File: src/cdb_pkg.sv
// ----------------------------------------------------------------------------
// cdb_pkg
// Types, sizes and command/status structs shared by the ring deque modules.
// ----------------------------------------------------------------------------
package cdb_pkg;

	localparam int DEPTH      = 16;
	localparam int DATA_WIDTH = 32;

	localparam int PTR_W   = $clog2(DEPTH);
	localparam int CNT_W   = $clog2(DEPTH + 1);
	localparam int DATA_W  = 32;
	localparam int POS_W   = 5;
	localparam int COUNT_W = 5;
	localparam int CMP_W   = (CNT_W > POS_W) ? CNT_W : POS_W;

	typedef enum logic [2:0] {
		OP_PUSH_FRONT = 3'd0,
		OP_PUSH_BACK  = 3'd1,
		OP_INSERT     = 3'd2,
		OP_POP_FRONT  = 3'd3,
		OP_POP_BACK   = 3'd4,
		OP_READ       = 3'd5
	} opcode_t;

	typedef enum logic [1:0] {
		ST_OK     = 2'd0,
		ST_FULL   = 2'd1,
		ST_EMPTY  = 2'd2,
		ST_BADPOS = 2'd3
	} status_t;

	// logical index (from the front) that a memory access targets
	typedef enum logic [2:0] {
		IDX_FRONT,
		IDX_FRONT_NEW,
		IDX_BACK,
		IDX_LAST,
		IDX_POS,
		IDX_SHIFT,
		IDX_SHIFT_PREV
	} idx_sel_t;

	typedef enum logic [2:0] {
		CNT_HOLD,
		CNT_INC,
		CNT_PUSHF,
		CNT_POPF,
		CNT_DEC
	} cnt_op_t;

	typedef struct packed {
		logic     take;
		logic     rd_en;
		idx_sel_t rd_sel;
		logic     wr_en;
		idx_sel_t wr_sel;
		logic     wr_from_rd;
		logic     idx_dec;
		cnt_op_t  cnt_op;
		logic     res_load;
		status_t  res_status;
		logic     res_rd;
	} cdb_cmd_t;

	typedef struct packed {
		opcode_t op;
		logic    full;
		logic    empty;
		logic    pos_gt_cnt;
		logic    pos_ge_cnt;
		logic    shift_end;
		logic    out_free;
	} cdb_stat_t;

endpackage

File: src/circular_deque_buffer_top.sv
// A result is registered after its item passes the EXEC and DONE states;
// a new item is taken only in IDLE, or in DONE once the result is loaded.
// An insert at position p with n stored elements shifts n-p entries back,
// one read and then one write of the ring store per shifted entry.
// Reset (arst_n low) clears head, count, sequencer and result valid; the
// ring contents are not cleared.
// ----------------------------------------------------------------------------
// circular_deque_buffer_top
// Double-ended queue in a ring of DEPTH entries with positional insert/read.
// ----------------------------------------------------------------------------
module circular_deque_buffer_top import cdb_pkg::*; (
	input  logic               clk,
	input  logic               arst_n,
	input  logic               in_valid,
	output logic               in_ready,
	input  logic [2:0]         opcode,
	input  logic [DATA_W-1:0]  data,
	input  logic [POS_W-1:0]   position,
	output logic               out_valid,
	input  logic               out_ready,
	output logic [DATA_W-1:0]  read_data,
	output logic [1:0]         status,
	output logic [COUNT_W-1:0] count
);

	cdb_cmd_t  cmd;
	cdb_stat_t stat;

	cdb_ctrl u_ctrl (
		.clk      (clk),
		.arst_n   (arst_n),
		.in_valid (in_valid),
		.in_ready (in_ready),
		.stat     (stat),
		.cmd      (cmd)
	);

	cdb_dp u_dp (
		.clk       (clk),
		.arst_n    (arst_n),
		.cmd       (cmd),
		.stat      (stat),
		.opcode    (opcode),
		.data      (data),
		.position  (position),
		.out_valid (out_valid),
		.out_ready (out_ready),
		.read_data (read_data),
		.status    (status),
		.count     (count)
	);

endmodule

File: src/cdb_ctrl.sv
// ----------------------------------------------------------------------------
// cdb_ctrl
// Sequencer for the ring deque: decodes each item and steps the datapath.
// ----------------------------------------------------------------------------
module cdb_ctrl import cdb_pkg::*; (
	input  logic      clk,
	input  logic      arst_n,
	input  logic      in_valid,
	output logic      in_ready,
	input  cdb_stat_t stat,
	output cdb_cmd_t  cmd
);

	typedef enum logic [1:0] {
		S_IDLE,
		S_EXEC,
		S_SHIFT_WR,
		S_DONE
	} state_t;

	state_t  state_q, state_d;
	status_t st_q, st_d;
	logic    rdf_q, rdf_d;

	always_comb begin
		cmd        = '0;
		state_d    = state_q;
		st_d       = st_q;
		rdf_d      = rdf_q;
		in_ready   = 1'b0;
		cmd.rd_sel = IDX_FRONT;
		cmd.wr_sel = IDX_FRONT;
		cmd.cnt_op = CNT_HOLD;
		cmd.res_status = st_q;
		cmd.res_rd     = rdf_q;
		case (state_q)
			S_IDLE: begin
				in_ready = 1'b1;
				if (in_valid) begin
					cmd.take = 1'b1;
					state_d  = S_EXEC;
				end
			end
			S_EXEC: begin
				st_d    = ST_OK;
				rdf_d   = 1'b0;
				state_d = S_DONE;
				case (stat.op)
					OP_PUSH_FRONT: begin
						if (stat.full) begin
							st_d = ST_FULL;
						end else begin
							cmd.wr_en  = 1'b1;
							cmd.wr_sel = IDX_FRONT_NEW;
							cmd.cnt_op = CNT_PUSHF;
						end
					end
					OP_PUSH_BACK: begin
						if (stat.full) begin
							st_d = ST_FULL;
						end else begin
							cmd.wr_en  = 1'b1;
							cmd.wr_sel = IDX_BACK;
							cmd.cnt_op = CNT_INC;
						end
					end
					OP_INSERT: begin
						if (stat.pos_gt_cnt) begin
							st_d = ST_BADPOS;
						end else if (stat.full) begin
							st_d = ST_FULL;
						end else if (stat.shift_end) begin
							cmd.wr_en  = 1'b1;
							cmd.wr_sel = IDX_POS;
							cmd.cnt_op = CNT_INC;
						end else begin
							// move one entry back, then come here again
							cmd.rd_en  = 1'b1;
							cmd.rd_sel = IDX_SHIFT_PREV;
							state_d    = S_SHIFT_WR;
						end
					end
					OP_POP_FRONT: begin
						if (stat.empty) begin
							st_d = ST_EMPTY;
						end else begin
							cmd.rd_en  = 1'b1;
							cmd.rd_sel = IDX_FRONT;
							cmd.cnt_op = CNT_POPF;
							rdf_d      = 1'b1;
						end
					end
					OP_POP_BACK: begin
						if (stat.empty) begin
							st_d = ST_EMPTY;
						end else begin
							cmd.rd_en  = 1'b1;
							cmd.rd_sel = IDX_LAST;
							cmd.cnt_op = CNT_DEC;
							rdf_d      = 1'b1;
						end
					end
					OP_READ: begin
						if (stat.empty) begin
							st_d = ST_EMPTY;
						end else if (stat.pos_ge_cnt) begin
							st_d = ST_BADPOS;
						end else begin
							cmd.rd_en  = 1'b1;
							cmd.rd_sel = IDX_POS;
							rdf_d      = 1'b1;
						end
					end
					default: begin
						st_d = ST_OK;
					end
				endcase
			end
			S_SHIFT_WR: begin
				cmd.wr_en      = 1'b1;
				cmd.wr_sel     = IDX_SHIFT;
				cmd.wr_from_rd = 1'b1;
				cmd.idx_dec    = 1'b1;
				state_d        = S_EXEC;
			end
			S_DONE: begin
				if (stat.out_free) begin
					cmd.res_load = 1'b1;
					in_ready     = 1'b1;
					if (in_valid) begin
						cmd.take = 1'b1;
						state_d  = S_EXEC;
					end else begin
						state_d = S_IDLE;
					end
				end
			end
			default: begin
				state_d = S_IDLE;
			end
		endcase
	end

	always_ff @(posedge clk or negedge arst_n) begin
		if (!arst_n) begin
			state_q <= S_IDLE;
			st_q    <= ST_OK;
			rdf_q   <= 1'b0;
		end else begin
			state_q <= state_d;
			st_q    <= st_d;
			rdf_q   <= rdf_d;
		end
	end

endmodule

File: src/cdb_dp.sv
// ----------------------------------------------------------------------------
// cdb_dp
// Ring store, head/count pointers, item latch and result register.
// ----------------------------------------------------------------------------
module cdb_dp import cdb_pkg::*; (
	input  logic               clk,
	input  logic               arst_n,
	input  cdb_cmd_t           cmd,
	output cdb_stat_t          stat,
	input  logic [2:0]         opcode,
	input  logic [DATA_W-1:0]  data,
	input  logic [POS_W-1:0]   position,
	output logic               out_valid,
	input  logic               out_ready,
	output logic [DATA_W-1:0]  read_data,
	output logic [1:0]         status,
	output logic [COUNT_W-1:0] count
);

	logic [DATA_WIDTH-1:0] mem_q [DEPTH];
	logic [DATA_WIDTH-1:0] rdata_q;

	logic [PTR_W-1:0]      head_q;
	logic [CNT_W-1:0]      cnt_q;
	logic [CNT_W-1:0]      idx_q;
	opcode_t               op_q;
	logic [DATA_WIDTH-1:0] data_q;
	logic [POS_W-1:0]      pos_q;

	logic                  out_valid_q;
	logic [DATA_W-1:0]     read_data_q;
	status_t               status_q;
	logic [COUNT_W-1:0]    count_q;

	logic [CMP_W-1:0]      rd_lg, wr_lg;
	logic [PTR_W-1:0]      rd_slot, wr_slot;
	logic [DATA_WIDTH-1:0] wr_data;

	function automatic logic [CMP_W-1:0] logical_of(
		input idx_sel_t         s,
		input logic [CNT_W-1:0] c,
		input logic [POS_W-1:0] p,
		input logic [CNT_W-1:0] i
	);
		logic [CMP_W-1:0] r;
		case (s)
			IDX_FRONT:      r = '0;
			IDX_FRONT_NEW:  r = '1;  // wraps to head - 1
			IDX_BACK:       r = CMP_W'(c);
			IDX_LAST:       r = CMP_W'(c) - CMP_W'(1);
			IDX_POS:        r = CMP_W'(p);
			IDX_SHIFT:      r = CMP_W'(i);
			IDX_SHIFT_PREV: r = CMP_W'(i) - CMP_W'(1);
			default:        r = '0;
		endcase
		return r;
	endfunction

	always_comb begin
		rd_lg   = logical_of(cmd.rd_sel, cnt_q, pos_q, idx_q);
		wr_lg   = logical_of(cmd.wr_sel, cnt_q, pos_q, idx_q);
		rd_slot = head_q + rd_lg[PTR_W-1:0];
		wr_slot = head_q + wr_lg[PTR_W-1:0];
		wr_data = cmd.wr_from_rd ? rdata_q : data_q;
	end

	always_comb begin
		stat.op         = op_q;
		stat.full       = (cnt_q == CNT_W'(DEPTH));
		stat.empty      = (cnt_q == '0);
		stat.pos_gt_cnt = (CMP_W'(pos_q) > CMP_W'(cnt_q));
		stat.pos_ge_cnt = (CMP_W'(pos_q) >= CMP_W'(cnt_q));
		stat.shift_end  = (CMP_W'(idx_q) == CMP_W'(pos_q));
		stat.out_free   = !out_valid_q || out_ready;
	end

	// ring store, one write and one registered read per cycle
	always_ff @(posedge clk) begin
		if (cmd.wr_en) begin
			mem_q[wr_slot] <= wr_data;
		end
		if (cmd.rd_en) begin
			rdata_q <= mem_q[rd_slot];
		end
	end

	always_ff @(posedge clk) begin
		if (cmd.take) begin
			op_q   <= opcode_t'(opcode);
			data_q <= DATA_WIDTH'(data);
			pos_q  <= position;
		end
	end

	always_ff @(posedge clk or negedge arst_n) begin
		if (!arst_n) begin
			head_q <= '0;
			cnt_q  <= '0;
			idx_q  <= '0;
		end else begin
			if (cmd.take) begin
				idx_q <= cnt_q;
			end else if (cmd.idx_dec) begin
				idx_q <= idx_q - CNT_W'(1);
			end
			case (cmd.cnt_op)
				CNT_INC: begin
					cnt_q <= cnt_q + CNT_W'(1);
				end
				CNT_PUSHF: begin
					head_q <= head_q - PTR_W'(1);
					cnt_q  <= cnt_q + CNT_W'(1);
				end
				CNT_POPF: begin
					head_q <= head_q + PTR_W'(1);
					cnt_q  <= cnt_q - CNT_W'(1);
				end
				CNT_DEC: begin
					cnt_q <= cnt_q - CNT_W'(1);
				end
				default: begin
				end
			endcase
		end
	end

	// result register
	always_ff @(posedge clk or negedge arst_n) begin
		if (!arst_n) begin
			out_valid_q <= 1'b0;
		end else if (cmd.res_load) begin
			out_valid_q <= 1'b1;
		end else if (out_ready) begin
			out_valid_q <= 1'b0;
		end
	end

	always_ff @(posedge clk) begin
		if (cmd.res_load) begin
			read_data_q <= cmd.res_rd ? DATA_W'(rdata_q) : '0;
			status_q    <= cmd.res_status;
			count_q     <= COUNT_W'(cnt_q);
		end
	end

	assign out_valid = out_valid_q;
	assign read_data = read_data_q;
	assign status    = status_q;
	assign count     = count_q;

	a_cnt_range: assert property (@(posedge clk) disable iff (!arst_n)
		cnt_q <= CNT_W'(DEPTH))
		else $error("element count beyond depth");

	a_shift_bound: assert property (@(posedge clk) disable iff (!arst_n)
		(cmd.wr_en && cmd.wr_from_rd) |-> (CMP_W'(idx_q) > CMP_W'(pos_q)))
		else $error("shift write at or below insert position");

	a_no_overwrite: assert property (@(posedge clk) disable iff (!arst_n)
		cmd.res_load |-> (!out_valid_q || out_ready))
		else $error("result register overwritten before taken");

	a_pop_dec: assert property (@(posedge clk) disable iff (!arst_n)
		(cmd.cnt_op == CNT_DEC || cmd.cnt_op == CNT_POPF) |=>
		(cnt_q == $past(cnt_q) - CNT_W'(1)))
		else $error("pop did not drop count by one");

endmodule
File: config.mk
export PLATFORM = sky130hd
export DESIGN_NAME = circular_deque_buffer_top
export DESIGN_NICKNAME = d
export VERILOG_FILES = /design/src/cdb_pkg.sv /design/src/circular_deque_buffer_top.sv /design/src/cdb_ctrl.sv /design/src/cdb_dp.sv
export SDC_FILE = /design/constraint.sdc
export NUM_CORES = 1
export LEC_CHECK = 0
export ABC_AREA = 1
export BUFFER_PORTS_ARGS = -buffer_cell sky130_fd_sc_hd__buf_2
export CELL_PAD_IN_SITES_DETAIL_PLACEMENT = 0
export CELL_PAD_IN_SITES_GLOBAL_PLACEMENT = 1
export CORE_MARGIN = 10
export CORE_UTILIZATION = 55
export DETAILED_ROUTE_END_ITERATION = 16
export PLACE_DENSITY_LB_ADDON = 0.1
export RECOVER_POWER = 100
export SYNTH_ARGS = -nofsm -noshare
export SYNTH_HDL_FRONTEND = slang
export SYNTH_SLANG_ARGS = --single-unit
export TNS_END_PERCENT = 10
File: constraint.sdc
create_clock -name clk -period 8.2 [get_ports clk]
set_input_delay 1.64 -clock clk [delete_from_list [all_inputs] [get_ports clk]]
set_output_delay 1.64 -clock clk [all_outputs]
set_load 0.005 [all_outputs]
==> results_dict.tcl, run 1 <==
set metrics [dict create \
    path_common_cell "nand2_1" \
    synth.distinct_cells 39 \
    hold_path_class "flop to flop" \
    layout.nets 2238 \
    drive_gt1_share_pct 8.416 \
    slew_viol_final 739 \
    chipWidth_um 238.8 \
    grt_start_max_net_pins 122 \
    swShare_pct 39.47 \
    vias_per_cell 5.826 \
    power_frac_comb_pct 40.3 \
    initial_core_util_pct 55.37 \
    finalSetupTns_ps 0 \
    drc 0 \
    synthAdderAreaFrac_pct 1.226 \
    cp_cell_sequence "inv_1 > ha_1 > nand2_1 > nor2_4 > nand2_1 > nand3_1 > a21oi_1 > nand3_1 > nand3_1 > o21ai_0 > nor3_1 > inv_1 > ha_1 > nand3_1 > nand2_1 > xor2_1 > nand4_1 > nand2_1 > nand2_1 > nor2_4 > clkbuf_1" \
    dp_hpwl_um 31740 \
    stdcell_count 2837 \
    most-common-layout-cells "edfxtp_1, nand2_1, o21ai_0" \
    numCtsBuffers 69 \
    maxCapViolCount 23 \
    crit_path_top_delay_cell "clkbuf_1" \
    p_int_mw 7.822 \
    first_global_vias 16130 \
    cts_htree_levels 3 \
    syn_avg_cell_area_sq_um 12.51 \
    crit_required_ps 8330 \
    crit_path_max_fanout 32 \
    vias 16530 \
    ant_nets 0 \
    grt_pass1_wl_um 96800 \
    synthesis.nets 2172 \
    die_y_um 238.8 \
    num_rows 80 \
    antenna_found_initial 1 \
    drtIter0Drc 1619 \
    cts_tree "yes" \
    synth_compound_area_share_pct 9.734 \
    ir_drop_uv 340.5 \
    max_stage_delay_ps 2200 \
    leakage_nw 10.50 \
    drt_first_pass_iters 5 \
    port-buffer-count 84 \
    power_mw 12.92 \
    overflow 0 \
    insertedDiodeCount 0 \
    status "finished with violations" \
    synth_top_family_by_area "simple AND/OR/NAND/NOR gates" \
    clk_pin_slew_worst_paths_ps 60 \
    synth_xor_area_share_pct 0.5989 \
    p_clk_share_pct 22.4 \
    critPathKind "flop to flop" \
    wl_um 64210 \
    cts.sinks 643 \
    clockBufferDepth 3 \
    cts.root.buffer_cell "clkbuf_16" \
    dp_cells 2714 \
    hold_viol 0 \
    fin_crit_sh_pct 80.23 \
    endpoint_kind "flop" \
    gp_congestion 0.8551 \
    skew_ps 18.87 \
    wl_per_cell_um 22.63 \
    slew-limit-headroom_pct -113.0 \
    violations "max-capacitance violations, max-slew violations" \
    clock.fmax_mhz 152.0 \
    tightest_slew_ps 3195 \
    synthMuxAreaShare_pct 0 \
    worst_setup_path_start_kind "flop" \
    setup_violations 0 \
    power_switching_mw 5.101 \
    post_cts_buffers 0 \
    io_pins 85 \
    syn-cell-area_sq_um 26330 \
    rsz0062_at_grt "false" \
    die_area_sq_um 57020 \
    power_density_nw_per_um2 441.4 \
    finalWorstPathRequiredPeriod_ps 6578 \
    synth_seq_cells 643 \
    core_area_sq_um 47550 \
    clk_latency_ps 600 \
    ctsHoldBuffers 0 \
    syn_to_final_growth_pct 11.20 \
    ys_seq_area_share_pct 72.97 \
    seq_power_share_pct 37.3 \
    yosys_warnings 0 \
    arrival_ps 6710 \
    grt_util_all_layers_pct 22.51 \
    final_common_cell "edfxtp_1" \
    cts_resized 0 \
    yosys.area_share.simple_pct 12.25 \
    synthCells 2104 \
]
cells in the mapped netlist, drive strengths merged:
cell type / instances / area, sq um
xor2: 12 / 105.1
nand2: 534 / 2034
clkbuf: 85 / 319.1
a31oi: 1 / 6.260
inv: 89 / 334.1
a22oi: 1 / 7.510
o22ai: 66 / 412.9
o2111ai: 1 / 8.760
xnor2: 6 / 52.55
edfxtp: 623 / 18710
o21ai: 205 / 1026
nor2: 169 / 669.4
nand3b: 1 / 7.510
dfrtp: 20 / 500.5
fa: 3 / 60.06
a32o: 64 / 640.6
clkinv: 2 / 7.510
nor3: 4 / 35.03
a211oi: 1 / 7.510
a21o: 1 / 7.510
o211ai: 1 / 7.510
nand3: 71 / 400.4
o221ai: 8 / 70.07
ha: 21 / 262.8
nand4: 7 / 77.58
buf: 36 / 188.9
a21oi: 72 / 367.9
routing by layer:
metal / track usage (%) / routed length (um) / vias to the layer above
met2: 36.92 / 31010 / 568
met3: 3.861 / 4346 / 93
met1: 30.23 / 27550 / 8165
met4: 7.087 / 1304 / 0
li1: - / - / 7703
met5: 0 / 0 / -
state kept, by name, indices dropped and copies added, names as in the netlist:
signal          flops
u_dp.mem_q        512
u_dp.op_q           3
u_dp.out_valid      1
u_dp.idx_q          5
u_ctrl.rdf_q        1
u_ctrl.state_q      2
u_ctrl.st_q         2
u_dp.read_data     32
u_dp.pos_q          5
u_dp.head_q         4
u_dp.cnt_q          5
u_dp.count          5
u_dp.data_q        32
u_dp.rdata_q       32
u_dp.status         2
path summary, 6_finish.rpt:
path | startpoint | end | slack (ps) | depth (start not counted)
hold / removal | u_ctrl.st_q[0] | u_dp.status[0] | 480 | 0
max in group asynchronous | arst_n | u_ctrl.state_q[0] | 6170 | 1
min in group asynchronous | arst_n | u_dp.idx_q[4] | 1290 | 1
setup reg to reg | u_dp.cnt_q[2] | u_dp.mem_q[4][26] | 1620 | 21
hold reg to reg | u_ctrl.st_q[0] | u_dp.status[0] | 480 | 0
setup / recovery | u_dp.cnt_q[2] | u_dp.mem_q[4][26] | 1620 | 21
critical path, delay by kind of cell (launching register included):
family,cells,cell delay [ps]
and+or+nand+nor,13,1960
DFF,1,550
AOI/OAI and AO/OA,2,330
xor gates and xnor gates,1,180
adders and majority gates,2,600
buffers and inverters,3,2470
area by class of cell:
type	instances	area [sq um]
Inverter	91	349.1
Timing Repair Buffer	116	551.8
Multi-Input combinational cell	1249	6307
Clock inverter	33	219.0
Clock buffer	90	1869
Tap cell	615	769.5
Sequential cell	643	19210
Fill cell	3738	18270
per-stage QoR:
stage | area [sq um] | worst slack (ps) | hold WS [ps] | utilization [%]
floorplan | 26330 | 2926 | 425.3 | -
global placement | 27420 | 2724 | 465.6 | 57.67
detailed placement | 27420 | 2660 | 457.2 | 57.67
CTS | 29510 | 2618 | 477.2 | 62.06
global route | 29270 | 1185 | 484.9 | 61.57
finish | 29270 | 1622 | 478.9 | 61.57
cells by family after synthesis:
family / after synthesis
simple gates: 786
xor+xnor: 18
flops: 643
compound gates: 421
fa+ha+maj: 24
buf+inv: 212
power by group through the flow:
| stage | Clock (mW) | Sequential (mW) | Combinational (mW) |
|---|---|---|---|
| 4_1_cts | 2.95 | 4.78 | 5.32 |
| 3_3_place_gp | 0 | 4.83 | 5.20 |
| 3_5_place_dp | 0 | 4.84 | 5.30 |
| 2_1_floorplan | 0 | 4.79 | 3.75 |
| 5_1_grt | 3.09 | 4.86 | 5.85 |
| 6_report | 2.89 | 4.82 | 5.21 |
Note: power is estimated with default switching activity, not from simulation.
==> inputs of run 2 (changes only) <==
Settings changed: CORE_UTILIZATION 55 to 51.
Clock period 8.2 ns to 6.7 ns, I/O delays scaled along.
==> results_dict.tcl, run 2 (same netlist as run 1, synthesis figures left out) <==
set metrics [dict create \
    num_rows 83 \
    drive_gt1_share_pct 9.730 \
    power_density_nw_per_um2 541.7 \
    tightest_slew_ps 3023 \
    cts_htree_levels 3 \
    io_pins 85 \
    stdcell_count 2901 \
    setup_violations 0 \
    antenna_found_initial 0 \
    slew_viol_final 317 \
    crit_family "simple AND/OR/NAND/NOR gates" \
    initial_core_util_pct 51.42 \
    finalWorstPathRequiredPeriod_ps 5678 \
    hold_path_class "flop to flop" \
    numCtsBuffers 68 \
    post_cts_buffers 0 \
    leakage_nw 10.59 \
    die_y_um 247.2 \
    arrival_ps 5930 \
    drc 0 \
    cts.sinks 643 \
    clk_latency_ps 610 \
    maxCapViolCount 10 \
    layout.nets 2239 \
    clock.fmax_mhz 176.1 \
    dp_cells 2781 \
    first_global_vias 16190 \
    final_common_cell "edfxtp_1" \
    dp_hpwl_um 34860 \
    ant_nets 0 \
    gp_congestion 0.8332 \
    cts_tree "yes" \
    most-common-layout-cells "edfxtp_1, nand2_1, o21ai_0" \
    grt_util_all_layers_pct 21.09 \
    finalSetupTns_ps 0 \
    vias_per_cell 5.723 \
    drtIter0Drc 1465 \
    max_stage_delay_ps 1240 \
    die_area_sq_um 61110 \
    port-buffer-count 84 \
    clk_pin_slew_worst_paths_ps 60 \
    wl_per_cell_um 22.24 \
    worst_setup_path_start_kind "flop" \
    grt_pass1_wl_um 97600 \
    skew_ps 18.11 \
    syn_to_final_growth_pct 11.94 \
    top_register "u_dp.mem_q" \
    cts_resized 0 \
    drt_first_pass_iters 5 \
    crit_path_max_fanout 17 \
    vias 16600 \
    status "finished with violations" \
    cts.root.buffer_cell "clkbuf_16" \
    violations "max-capacitance violations, max-slew violations" \
    ir_drop_uv 555.5 \
    crit_buf_inv 4 \
    cp_cell_sequence "inv_1 > ha_1 > nand2_1 > nor2_1 > nand2_1 > a21oi_1 > nand3_1 > nand3_1 > o21ai_0 > nor3_1 > inv_1 > ha_1 > nand3_1 > nand2_1 > xor2_1 > inv_1 > nand2_1 > nand3_1 > nor2_2 > buf_4" \
    crit_required_ps 6950 \
    grt_start_max_net_pins 153 \
    largest_reg_flops 512 \
    chipWidth_um 247.2 \
    slew-limit-headroom_pct -101.6 \
    hold_viol 0 \
    endpoint_kind "flop" \
    core_area_sq_um 51200 \
    rsz0062_at_grt "false" \
    wl_um 64530 \
    ctsHoldBuffers 0 \
    fin_crit_sh_pct 84.74 \
    clockBufferDepth 3 \
    crit_path_top_delay_cell "nor2_2" \
    critPathKind "flop to flop" \
    overflow 0 \
]
-- run 2: worst paths after layout --
| path | startpoint | to | slack, ps | cells past startpoint |
|---|---|---|---|---|
| worst max register to register | u_dp.cnt_q[2] | u_dp.mem_q[10][28] | 1020 | 20 |
| max in group asynchronous | arst_n | u_dp.out_valid | 4970 | 1 |
| worst min-delay path | u_ctrl.st_q[0] | u_dp.status[0] | 480 | 0 |
| worst max-delay path | u_dp.cnt_q[2] | u_dp.mem_q[10][28] | 1020 | 20 |
| worst min register to register | u_ctrl.st_q[0] | u_dp.status[0] | 480 | 0 |
| min in group asynchronous | arst_n | u_dp.cnt_q[1] | 990 | 1 |
-- run 2: layout make-up --
type / instances / area [sq um]
Timing Repair Buffer: 118 / 638.1
Multi-Input combinational cell: 1249 / 6300
Inverter: 91 / 346.6
Clock buffer: 91 / 1882
Tap cell: 680 / 850.8
Antenna cell: 1 / 2.502
Sequential cell: 643 / 19210
Fill cell: 4120 / 21730
Clock inverter: 28 / 240.2
-- run 2: per-layer routing --
metal	part of all wire [%]	global-route usage, %
met1	45	28.75
met2	48	34.58
met3	5.1	3.323
met4	2.4	6.132
met5	0	0
-- run 2: worst register-to-register path, cell delays in order, from the launching register on --
cell and delay (ps):
dfrtp_1 540, inv_1 160, ha_1 320, nand2_1 50
nor2_1 160, nand2_1 120, a21oi_1 220, nand3_1 190
nand3_1 190, o21ai_0 110, nor3_1 380, inv_1 100
ha_1 290, nand3_1 70, nand2_1 80, xor2_1 170
inv_1 50, nand2_1 110, nand3_1 250, nor2_2 1240
buf_4 530
-- run 2: through the flow --
stage	hold WS [ps]	power (mW)	area (sq um)	setup WS [ps]	util, %
2_1_floorplan	425.3	10.45	26330	1862	-
3_3_place_gp	465.1	12.42	27530	1648	53.77
3_5_place_dp	459.5	12.55	27530	1561	53.77
4_1_cts	475.7	16.16	29650	1539	57.91
5_1_grt	499.2	17.06	29470	558.9	57.55
6_report	483.6	15.96	29470	1022	57.56
-- run 2: where the power goes --
part | internal [mW] | total [mW] | switching, mW | leakage [nW]
clock network | 2.09 | 3.60 | 1.51 | 1.02
logic | 1.93 | 6.49 | 4.56 | 3.66
registers | 5.62 | 5.87 | 0.250 | 5.90
total | 9.64 | 16.0 | 6.32 | 10.6
